--- config.mk ---
export PLATFORM = sky130hd
export DESIGN_NAME = bounded_double_ended_queue
export DESIGN_NICKNAME = d
export VERILOG_FILES = /design/src/hdl/bdeq_pkg.sv /design/src/hdl/bounded_double_ended_queue.sv
export SDC_FILE = /design/constraint.sdc
export NUM_CORES = 1
export LEC_CHECK = 0
export ABC_AREA = 1
export CAP_MARGIN = 20
export CORE_UTILIZATION = 55
export DETAILED_ROUTE_END_ITERATION = 7
export DONT_BUFFER_PORTS = 1
export PLACE_DENSITY = 0.71
export SYNTH_ARGS = -nofsm -noshare
export SYNTH_HDL_FRONTEND = slang
export SYNTH_SLANG_ARGS = --single-unit
--- constraint.sdc ---
create_clock -name clk -period 5.29 [get_ports clk]
set_clock_uncertainty 0.1 [all_clocks]
set_input_delay 0.7935 -clock clk [delete_from_list [all_inputs] [get_ports clk]]
set_output_delay 0.7935 -clock clk [all_outputs]
set_load 0.02 [all_outputs]
--- src/hdl/bdeq_pkg.sv ---
`default_nettype none

package bdeq_pkg;

    localparam int MAX_DEPTH_DEFAULT = 16;
    localparam int DATA_W            = 32;
    localparam int CAP_W             = 5;
    localparam int OCC_W             = 5;
    localparam int FUNC_W            = 2;

    // ok, front_value, rear_value, is_empty, is_full, occupancy
    localparam int RESULT_W = 1 + DATA_W + DATA_W + 1 + 1 + OCC_W;

    localparam logic [CAP_W-1:0]  CAP_RESET   = CAP_W'(16);
    localparam logic [DATA_W-1:0] EMPTY_VALUE = '1;

    typedef enum logic [FUNC_W-1:0] {
        FUNC_PUSH_FRONT = 2'd0,
        FUNC_PUSH_REAR  = 2'd1,
        FUNC_POP_FRONT  = 2'd2,
        FUNC_POP_REAR   = 2'd3
    } func_t;

    typedef enum logic {
        ST_IDLE,
        ST_READ
    } state_t;

endpackage

`default_nettype wire

--- src/hdl/bounded_double_ended_queue.sv ---
`default_nettype none

// Channel    | Dir | Signals                                | Payload
// -----------+-----+----------------------------------------+------------------------------------
// config     | in  | cfg_wr_en, cfg_wr_data[4:0]            | capacity
// request    | in  | s_tvalid, s_tready, s_tuser, s_tdata   | func (tuser), data_value (tdata)
// result     | out | m_tvalid, m_tready, m_tdata            | ok, front, rear, empty, full, occ
//
// A push, a failed item or a pop that empties the queue gives its result from ST_IDLE; a pop
// that leaves entries first waits in ST_READ for the registered ring memory read of the new end.
// Reset clears the pointers, the occupancy and the result valid, and loads capacity 16;
// the ring memory is not cleared, as only written entries are ever read.
// A request is taken while a result waits only if that result leaves in the same
// cycle; a stalled result holds the request side.

module bounded_double_ended_queue #(
    parameter int MAX_DEPTH = bdeq_pkg::MAX_DEPTH_DEFAULT
) (
    input  wire logic                          clk,
    input  wire logic                          rst_n,
    input  wire logic                          cfg_wr_en,
    input  wire logic [bdeq_pkg::CAP_W-1:0]    cfg_wr_data,
    input  wire logic                          s_tvalid,
    output logic                               s_tready,
    input  wire logic [31:0]                   s_tdata,   // [31:0] data_value
    input  wire logic [1:0]                    s_tuser,   // [1:0] func
    output logic                               m_tvalid,
    input  wire logic                          m_tready,
    // [0] ok, [32:1] front_value, [64:33] rear_value, [65] is_empty,
    // [66] is_full, [71:67] occupancy
    output logic [bdeq_pkg::RESULT_W-1:0]      m_tdata
);

    localparam int PTR_W = (MAX_DEPTH > 1) ? $clog2(MAX_DEPTH) : 1;
    localparam int CNT_W = $clog2(MAX_DEPTH + 1);
    localparam int CMP_W = (CNT_W > bdeq_pkg::CAP_W) ? CNT_W : bdeq_pkg::CAP_W;
    localparam logic [PTR_W-1:0] PTR_LAST = PTR_W'(MAX_DEPTH - 1);
    localparam logic [CNT_W-1:0] CNT_MAX  = CNT_W'(MAX_DEPTH);

    // Ring memory: one write port, one registered read port
    logic [bdeq_pkg::DATA_W-1:0] ring_mem [MAX_DEPTH];
    logic [bdeq_pkg::DATA_W-1:0] rd_data_reg;

    bdeq_pkg::state_t state_reg, state_next;

    logic [PTR_W-1:0]           head_reg, head_next;
    logic [PTR_W-1:0]           tail_reg, tail_next;
    logic [CNT_W-1:0]           count_reg, count_next;
    logic [bdeq_pkg::CAP_W-1:0] capacity_reg;
    logic                       ok_reg, ok_next;
    logic                       m_valid_reg, m_valid_next;
    logic                       rd_front_reg, rd_front_next;

    // Cached end values so that pushes need no memory read
    logic [bdeq_pkg::DATA_W-1:0] front_reg, front_next;
    logic [bdeq_pkg::DATA_W-1:0] rear_reg, rear_next;

    logic                    accept;
    logic                    need_read;
    logic                    mem_we;
    logic [PTR_W-1:0]        wr_addr;
    logic [PTR_W-1:0]        rd_addr;
    logic                    is_empty;
    logic                    is_full;
    logic [PTR_W-1:0]        head_inc, head_dec, tail_inc, tail_dec;
    bdeq_pkg::func_t         func;

    assign func   = bdeq_pkg::func_t'(s_tuser);
    assign accept = s_tvalid && s_tready;

    // Full when at the configured capacity or at the memory depth
    assign is_empty = (count_reg == '0);
    assign is_full  = (CMP_W'(count_reg) >= CMP_W'(capacity_reg)) || (count_reg == CNT_MAX);

    assign head_inc = (head_reg == PTR_LAST) ? '0 : head_reg + PTR_W'(1);
    assign head_dec = (head_reg == '0) ? PTR_LAST : head_reg - PTR_W'(1);
    assign tail_inc = (tail_reg == PTR_LAST) ? '0 : tail_reg + PTR_W'(1);
    assign tail_dec = (tail_reg == '0) ? PTR_LAST : tail_reg - PTR_W'(1);

    // Operation decode: pointer, count and cache updates for the accepted item
    always_comb
    begin
        head_next     = head_reg;
        tail_next     = tail_reg;
        count_next    = count_reg;
        front_next    = front_reg;
        rear_next     = rear_reg;
        ok_next       = ok_reg;
        rd_front_next = rd_front_reg;
        need_read     = 1'b0;
        mem_we        = 1'b0;
        wr_addr       = head_reg;
        rd_addr       = head_inc;
        if (accept)
        begin
            ok_next = 1'b0;
            unique case (func)
                bdeq_pkg::FUNC_PUSH_FRONT:
                begin
                    if (!is_full)
                    begin
                        ok_next    = 1'b1;
                        mem_we     = 1'b1;
                        count_next = count_reg + CNT_W'(1);
                        front_next = s_tdata;
                        if (is_empty)
                        begin
                            tail_next = head_reg;
                            rear_next = s_tdata;
                        end
                        else
                        begin
                            head_next = head_dec;
                            wr_addr   = head_dec;
                        end
                    end
                end
                bdeq_pkg::FUNC_PUSH_REAR:
                begin
                    if (!is_full)
                    begin
                        ok_next    = 1'b1;
                        mem_we     = 1'b1;
                        count_next = count_reg + CNT_W'(1);
                        rear_next  = s_tdata;
                        if (is_empty)
                        begin
                            tail_next  = head_reg;
                            front_next = s_tdata;
                        end
                        else
                        begin
                            tail_next = tail_inc;
                            wr_addr   = tail_inc;
                        end
                    end
                end
                bdeq_pkg::FUNC_POP_FRONT:
                begin
                    if (!is_empty)
                    begin
                        ok_next    = 1'b1;
                        count_next = count_reg - CNT_W'(1);
                        // Pointers hold when the last entry leaves
                        if (count_reg != CNT_W'(1))
                        begin
                            head_next     = head_inc;
                            rd_addr       = head_inc;
                            need_read     = 1'b1;
                            rd_front_next = 1'b1;
                        end
                    end
                end
                bdeq_pkg::FUNC_POP_REAR:
                begin
                    if (!is_empty)
                    begin
                        ok_next    = 1'b1;
                        count_next = count_reg - CNT_W'(1);
                        if (count_reg != CNT_W'(1))
                        begin
                            tail_next     = tail_dec;
                            rd_addr       = tail_dec;
                            need_read     = 1'b1;
                            rd_front_next = 1'b0;
                        end
                    end
                end
                default:
                begin
                    ok_next = 1'b0;
                end
            endcase
        end
        else if (state_reg == bdeq_pkg::ST_READ)
        begin
            // Refill the end cache from the fetched entry
            if (rd_front_reg)
                front_next = rd_data_reg;
            else
                rear_next = rd_data_reg;
        end
    end

    // Next state
    always_comb
    begin
        state_next = state_reg;
        unique case (state_reg)
            bdeq_pkg::ST_IDLE:
            begin
                if (accept && need_read)
                    state_next = bdeq_pkg::ST_READ;
            end
            bdeq_pkg::ST_READ:
            begin
                state_next = bdeq_pkg::ST_IDLE;
            end
            default:
            begin
                state_next = bdeq_pkg::ST_IDLE;
            end
        endcase
    end

    // Handshake outputs
    always_comb
    begin
        s_tready     = 1'b0;
        m_valid_next = m_valid_reg && !m_tready;
        unique case (state_reg)
            bdeq_pkg::ST_IDLE:
            begin
                s_tready = !m_valid_reg || m_tready;
                if (accept && !need_read)
                    m_valid_next = 1'b1;
            end
            bdeq_pkg::ST_READ:
            begin
                m_valid_next = 1'b1;
            end
            default:
            begin
                s_tready = 1'b0;
            end
        endcase
    end

    always_ff @(posedge clk or negedge rst_n)
    begin
        if (!rst_n)
        begin
            state_reg    <= bdeq_pkg::ST_IDLE;
            head_reg     <= '0;
            tail_reg     <= '0;
            count_reg    <= '0;
            capacity_reg <= bdeq_pkg::CAP_RESET;
            ok_reg       <= 1'b0;
            m_valid_reg  <= 1'b0;
            rd_front_reg <= 1'b0;
        end
        else
        begin
            state_reg    <= state_next;
            head_reg     <= head_next;
            tail_reg     <= tail_next;
            count_reg    <= count_next;
            ok_reg       <= ok_next;
            m_valid_reg  <= m_valid_next;
            rd_front_reg <= rd_front_next;
            if (cfg_wr_en)
                capacity_reg <= cfg_wr_data;
        end
    end

    always_ff @(posedge clk)
    begin
        front_reg <= front_next;
        rear_reg  <= rear_next;
    end

    // The read port reads every cycle and may hit the entry being written; its data is used
    // only after a pop, which writes nothing.
    always_ff @(posedge clk)
    begin
        if (mem_we)
            ring_mem[wr_addr] <= s_tdata;
        rd_data_reg <= ring_mem[rd_addr];
    end

    assign m_tvalid = m_valid_reg;
    assign m_tdata  = {
        bdeq_pkg::OCC_W'(count_reg),
        is_full,
        is_empty,
        is_empty ? bdeq_pkg::EMPTY_VALUE : rear_reg,
        is_empty ? bdeq_pkg::EMPTY_VALUE : front_reg,
        ok_reg
    };

endmodule

`default_nettype wire
* After elaboration in Yosys (flattened, before gate mapping)
Memory sizes are Yosys's and may differ from the RTL's. A register that Yosys moved wholly into a read port is not among the register bits. Index checks and enable logic that the tools add are counted. W data, S select, Z words.
Storage, ports and cells: bits of input ports 44, bits in writable memories 512, bits in registers 86, word-level logic and storage cells 127, output and inout bits 74, memories 1
Operators by class: add/sub/neg operators 6, muxes and demuxes 60, bitwise logic cells 1, reduce and logical (&&, ||, !) cells 26, magnitude comparators 1, equal/unequal tests 22
Memories:
- ring_mem | words 16, bits a word 32, rd ports 1, clocked after memory_dff 1, write ports 1, RTL line bounded_double_ended_queue.sv:41 | logic [bdeq_pkg::DATA_W-1:0] ring_mem [MAX_DEPTH];
Operators with widths (number):
- $mux W32 | 11
- $pmux W32 S2 | 2
- $mux W4 | 20
- $ne A2 B2 Y1 const B | 9
- $reduce_and A6 Y1 | 3
- $mux W1 | 17
- $pmux W4 S2 | 2
- $ne A3 B3 Y1 const B | 4
- $pmux W4 S3 | 1
- $mux W5 | 2
- $pmux W5 S2 | 1
- $add A4 B1 Y4 const B | 2
- $eq A4 B4 Y1 const B | 2
- $logic_not A4 Y1 | 2
- $pmux W1 S2 | 4
- $reduce_bool A2 Y1 | 4
- $sub A4 B1 Y4 const B | 2
- $reduce_and A7 Y1 | 1
- $add A5 B1 Y5 const B | 1
- $eq A5 B5 Y1 const B | 1
- $ge A5 B5 Y1 | 1
- $logic_not A5 Y1 | 1
- $ne A5 B1 Y1 const B | 1
- $sub A5 B1 Y5 const B | 1
- other kinds (13) | 21

* Logic depth before layout (Yosys ltp)
Gate-level depths: netlist of run 1.
depth after elaboration 9, depth in mapped cells 17, mapped depth without buffers 17

* Worst setup path before layout of run 1
OpenSTA, ideal clock, no wires.
kind reg2reg, start point register count_reg[0], end point memory ring_mem[1][0] (netlist bit) (enable), required time 4769 ps, clock period less this slack 3843 ps, library setup time 421 ps, stages on the path, launching flop included 14, path buffers 0, arrival 3322 ps, setup slack 1447 ps, cells stage by stage dfrtp_1 > inv_1 > ha_1 > nand2_1 > inv_1 > a21oi_2 > nand2_2 > inv_2 > nand2_1 > nand3_1 > nand2_1 > nor2_1 > nand3_1 > nor2_1
Between the ends: cells in the longest elaborated chain, start to end 7, elaborated cells on any way between the ends 15, classes of those cells 1 x order compare; 1 x eq/ne; 11 x mux; 2 x reduce/logical
RTL lines:
- start, declared | RTL line bounded_double_ended_queue.sv:48 | logic [CNT_W-1:0] count_reg, count_next;
- start signal, assigned | RTL line bounded_double_ended_queue.sv:247 | count_reg <= count_next;
- $ge A5 B5 Y1 or $eq A5 B5 Y1 (tied branches) | RTL line bounded_double_ended_queue.sv:73 | assign is_full = (CMP_W'(count_reg) >= CMP_W'(capacity_reg)) || (count_reg == CNT_MAX);
- $logic_or A1 B1 Y1 (*) | RTL line bounded_double_ended_queue.sv:73
- via is_full | RTL line bounded_double_ended_queue.sv:64 | logic is_full;
- $mux W1 | RTL line bounded_double_ended_queue.sv:100, bounded_double_ended_queue.sv:120
- $mux W1
- $mux W1 | RTL line bounded_double_ended_queue.sv:94 | if (accept)
- $mux W1 | RTL line bounded_double_ended_queue.sv:266 | if (mem_we)
- $mux W1 (implied by the code) | RTL line bounded_double_ended_queue.sv:267 | ring_mem[wr_addr] <= s_tdata;
- end, declared | RTL line bounded_double_ended_queue.sv:41
The timed path passes the listed nets; every way through them passes the cells marked *.

* Final worst setup path of run 1
start point register count_reg[0], end point memory ring_mem[13][22] (netlist bit) (enable)
Between the ends: cells in the longest elaborated chain, start to end 7, elaborated cells on any way between the ends 15, classes of those cells 1 x order compare; 1 x eq/ne; 11 x mux; 2 x reduce/logical
RTL lines:
- $ge A5 B5 Y1 or $eq A5 B5 Y1 (tied branches) | RTL line bounded_double_ended_queue.sv:73
- $logic_or A1 B1 Y1 (*) | RTL line bounded_double_ended_queue.sv:73
- via m_tdata (one bit) | RTL line bounded_double_ended_queue.sv:31 | output logic [bdeq_pkg::RESULT_W-1:0] m_tdata
- $mux W1 | RTL line bounded_double_ended_queue.sv:100, bounded_double_ended_queue.sv:120
- $mux W1
- $mux W1 | RTL line bounded_double_ended_queue.sv:94
- $mux W1 | RTL line bounded_double_ended_queue.sv:266
- $mux W1 (implied by the code) | RTL line bounded_double_ended_queue.sv:267
Marks and branches as above.

==> results.cfg, run 1 <==
[status]
status = finished, final reports clean

[clock_network]
clockBufferDepth = 3
htreeDepth = 3
cts_sinks = 630
cts_buffers = 67
cts_tree = built
cts_root_buffer = clkbuf_16
cts_resized = 0
path_clk_slew_ns = 0.06
clk_latency_ns = 0.60

[setup_path]
reg2reg_slack_ns = 1.10
start_kind = flip-flop
critPathMaxFanout = 21
cp.arrival_ns = 4.33
crit_start = count_reg[0]
r2r-start = count_reg[0]
required_ns = 5.43
endpoint_kind = flip-flop
worstSetupPathType = reg2reg

[pwr]
cellPowerDensity_mw_per_mm2 = 561
ir_worst_vdd_mv = 0.640
total_power_uw = 17000
p_leak_uw = 0.0124

[cells_and_area]
final_common_cell = nand2_1
top_register = ring_mem
antenna-diode-count = 0
largest_reg_flops = 512
final_util_pct = 61.6
nets = 2628
fillers = 3889
final_cell_mix = 734 x nand2_1, 600 x nand3_1, 576 x edfxtp_1
syn2layout_area_growth_pct = 10.2
drive_gt1_share_pct = 9.23
final_cell_area_mm2 = 0.0302

[route]
dr.pass1.iters = 7
vias = 18681
ant_nets = 0
drt_iter0_markers = 2190
drc = 0
wl_um = 67200
routedWlPerCell_um = 20.4
viasPerCell = 5.69

[timing]
max_freq_mhz = 239
rsz0062_at_grt = no
fin_crit_sh_pct = 79.2
fin_crit_ns = 4.19
setup_tns_ns = 0
setup_violations = 0
worst_pin_slew_ns = 1.14
max_slew_margin_pct = 24.1
hold_violations = 0
slew_violations = 0

[floorplanning]
die_y_um = 225
die_area_mm2 = 0.0508
core_area_mm2 = 0.0491
io_pins = 118
die_x_um = 225
start_util_pct = 55.9
rows = 81

[place]
place_area_mm2 = 0.0281
place_congestion = 0.833
port-buffer-count = 0
hpwl_um = 37700

[synthesis]
postSynthAreaPerCell_um2 = 10.5
async_flop_share_pct = 3.49
synth_top_family_by_area = simple AND/OR/NAND/NOR gates
ys_seq_area_share_pct = 67.4
synth_fa_ha_area_share_pct = 0.593
synth_ff_type = edfxtp_1
synth_xor_area_share_pct = 0.192
netlist.top_cell.by_area = edfxtp_1
synth_area_mm2 = 0.0274
synthCells = 2609
synthMuxAreaShare_pct = 0.0410
ys_warn_count = 0
synth_edf_count = 576
netlist.area_leader.share_pct = 63.0
synth_compound_area_share_pct = 1.21
synth_fp_nets = 2666
synth_cell_types = 40
synthTopCellsByArea = edfxtp_1 63%, nand3_1 11%, nand2_1 10%
synth_seq_cells = 630
synthSimpleGateAreaFrac_pct = 23.4

[grt]
grt_pass1_vias = 17855
antenna_found_initial = 0
grt_overflow = 0
track_usage_pct = 26.9
grt_pass1_wl_um = 103000
grt_max_degree = 128

[worst_hold_path]
hold_path.class = in2reg
min_from = cfg_wr_en

[flow_run]
drv_cap = 0
## synth_stat cells (all sizes together) (3+ instances only)
library cell and n:
nor3 5, o21ai 30, nand3 604, o22ai 6, or2 64, edfxtp 576
a21oi 12, o211ai 3, dfxtp 32, inv 301, buf 135, dfrtp 21
clkbuf 19, ha 13, xor2 5, nor2 32, nand4 3, nand2 739
## worst paths after layout
check,end,cells past startpoint
setup / recovery,ring_mem[13][22],12
hold reg to reg,capacity_reg[4],2
max in group asynchronous,capacity_reg[4],2
setup reg to reg,ring_mem[13][22],12
hold / removal,capacity_reg[4],1
min in group asynchronous,rd_front_reg,1
## through the flow
stage          hold WS, ns  cells  setup slack (ns)
2_1_floorplan        0.350   2609              1.45
3_3_place_gp         0.383   3162             0.994
3_5_place_dp         0.398   3164             0.977
4_1_cts              0.155   3284              1.12
5_1_grt              0.170   3285             0.801
6_report             0.169   3285              1.10
## worst max-delay path, cell delays in order (launching register included)
cell	delay (ns)
dfrtp_1	0.55
inv_1	0.17
ha_1	0.32
nand2_1	0.10
inv_1	0.05
a21oi_2	0.18
nand2_2	0.24
inv_2	0.19
nand2_1	0.21
nor2_1	0.20
nand3_1	0.36
nor2_4	0.65
buf_4	0.50
## power by group
| part | internal, uW | leakage (uW) | switching (uW) |
|---|---|---|---|
| clock | 2670 | 0.00103 | 1850 |
| sequential | 5900 | 0.00573 | 215 |
| combinational | 1810 | 0.00563 | 4500 |
| total | 10400 | 0.0124 | 6570 |
## kinds of logic after synthesis
kind of cell               count (synthesis)
and+or+nand+nor                         1448
AOI/OAI and AO/OA                         55
buffers and inverters                    456
adders and majority gates                 13
muxes                                      1
xor gates and xnor gates                   6
DFF                                      630
## routing by layer
| metal | routed length [um] | track usage [%] |
|---|---|---|
| met3 | 5910 | 4.52 |
| met1 | 27400 | 36.6 |
| met5 | 0 | 0 |
| met4 | 2250 | 12.0 |
| met2 | 31600 | 42.6 |
## cell type report
type | instances | area (um2) | area share (%)
well taps | 664 | 831 | 2.75
flip-flops and latches | 630 | 18500 | 61.2
clock buffers | 98 | 1890 | 6.24
repair buffers | 47 | 483 | 1.60
clock inverters | 21 | 214 | 0.708
inverters | 302 | 1130 | 3.75
multi-input cells | 1523 | 7200 | 23.8
## repair_timing
action,CTS,global route
endpoints found under the hold margin,22,0
buffers inserted,0,0
hold buffers,1,0
No activity file was read; power rests on OpenSTA's default activity.
==> run 2: changes to the inputs <==
==> constraint.sdc (replaced) <==
create_clock -name clk -period 4.2 [get_ports clk]
set_clock_uncertainty 0.1 [all_clocks]
set_input_delay 0.63 -clock clk [delete_from_list [all_inputs] [get_ports clk]]
set_output_delay 0.63 -clock clk [all_outputs]
set_load 0.02 [all_outputs]
==> run 2 against run 1 <==
Net effect: hold slack lost 0.15 ns; count of clock-buffer cells in the layout down 11; first-iteration DRC count up 13%; sequential cell count is the same; global-route usage up 0.79 points; routed wire length is 3.0% higher; total power increased by 29%; combinational power rose by 34%; register-to-register slack got worse by 0.70 ns; critical path depth grew 2; cell count increased by 0.52%; critical path type unchanged.
==> results.cfg, run 2 (synthesized netlist as in run 1, its figures left out) <==
[pwr]
power_switching_uw = 8710
cellPowerDensity_mw_per_mm2 = 717
pwr-share-seq_pct = 35.3
ir_worst_vdd_mv = 1.14
p_int_uw = 13100
comb_power_share_pct = 38.8
switching_share_pct = 39.9
p_leak_uw = 0.0125
clockPowerShare_pct = 25.9

[clock_network]
clk_latency_ns = 0.60
cts_root_buffer = clkbuf_16
path_clk_slew_ns = 0.06
htreeDepth = 3
cts_setup_buffers = 0
cts_resized = 0
cts_hold_buf = 9
cts_sinks = 630
clockBufferDepth = 3
cts_tree = built
cts_buffers = 67

[status]
status = finished, final reports clean

[cells_and_area]
final_util_pct = 62.0
drive_gt1_share_pct = 9.40
final_common_cell = nand2_1
final_cell_mix = 734 x nand2_1, 600 x nand3_1, 576 x edfxtp_1
final_cells = 3302
antenna-diode-count = 0
largest_reg_flops = 512
nets = 2641
syn2layout_area_growth_pct = 10.9
top_register = ring_mem

[grt]
grt_pass1_vias = 17863
track_usage_pct = 27.7
grt_pass1_wl_um = 106000
grt_max_degree = 206
antenna_found_initial = 1
grt_overflow = 0

[place]
dp.cells = 3169
port-buffer-count = 0
place_congestion = 0.881
preCtsSetupSlack_ns = 0.471
hpwl_um = 40200

[route]
drt_iter0_markers = 2468
drc = 0
vias = 18930
viasPerCell = 5.73
routedWlPerCell_um = 21.0
dr.pass1.iters = 6
ant_nets = 0
wl_um = 69200

[setup_path]
start_kind = flip-flop
crit_buf_inv = 4
cp.arrival_ns = 3.99
path_cells = inv_1 > ha_1 > nand2_1 > inv_1 > a21oi_2 > nand2_2 > inv_2 > nand2_1 > nand3_1 > nand2_1 > nor2_1 > nand3_1 > nor2_4 > buf_12
required_ns = 4.39
reg2reg_depth = 14
cpLargestDelayFamily = simple AND/OR/NAND/NOR gates
path_depth = 14
slowest_stage = dfrtp_1
endpoint_kind = flip-flop
max_stage_delay_ns = 0.56
worstSetupPathType = reg2reg
crit_top_cell = nand2_1
critPathMaxFanout = 19

[floorplanning]
core_area_mm2 = 0.0491
start_util_pct = 55.9
die_area_mm2 = 0.0508
die_y_um = 225
io_pins = 118
rows = 81
die_x_um = 225

[timing]
slew_violations = 0
max_slew_margin_pct = 16.6
hold_violations = 0
worst_slack_ns = 0.398
setup_violations = 0
setup_tns_ns = 0
max_freq_mhz = 263
fin_crit_ns = 3.80
worst_pin_slew_ns = 1.25
fin_crit_sh_pct = 90.5
rsz0062_at_grt = no
hold_ws_ns = 0.0221

[worst_hold_path]
holdPathStages = 0
hold_path.class = in2reg

[flow_run]
drv_cap = 0
==> run 2: changes by cell type in the layout (fill, tap and decap cells not counted), sizes merged <==
| cell | previous run | this run |
|---|---|---|
| buf | 46 | 51 |
| clkbuf | 98 | 87 |
| clkinv | 15 | 30 |
| dlygate4sd3 | 1 | 9 |
==> run 2: layer usage <==
metal  part of all wire [%]  vias to the layer above  track usage, %
met3                     11                      126            6.28
met2                     46                     1017            42.8
met1                     41                     9093            39.2
met4                    2.3                        2            8.08
li1                       -                     8692               -
met5                  0.014                        -               0
==> run 2: power by group through the flow <==
stage	combinational, uW	sequential, uW	clock (uW)
3_3_place_gp	8170	7810	0
2_1_floorplan	5880	7740	0
6_report	8480	7700	5650
3_5_place_dp	8280	7820	0
5_1_grt	9270	7730	5950
4_1_cts	8360	7690	5710
==> run 2: cell type report <==
cell class | count | area [um2]
Clock buffer | 87 | 1780
Clock inverter | 36 | 315
Fill cell | 3824 | 18600
Inverter | 302 | 1130
Multi-Input combinational cell | 1523 | 7200
Sequential cell | 630 | 18500
Tap cell | 664 | 831
Timing Repair Buffer | 60 | 681
==> run 2: metrics by stage <==
stage               instance area, um2  power [uW]
global route                     30400       22900
finish                           30400       21800
global placement                 28200       16000
floorplan                        27400       13600
CTS                              30400       21800
detailed placement               28200       16100
==> run 2: worst paths after layout <==
| kind | start | endpoint | slack, ns |
|---|---|---|---|
| worst min register to register | capacity_reg[4] | capacity_reg[4] | 0.41 |
| worst max-delay path | count_reg[1] | ring_mem[13][13] | 0.40 |
| min in group asynchronous | rst_n | m_tvalid | 0.37 |
| worst max register to register | count_reg[1] | ring_mem[13][13] | 0.40 |
| max in group asynchronous | rst_n | capacity_reg[4] | 3.07 |
| worst min-delay path | s_tdata[10] | ring_mem[9][10] | 0.02 |
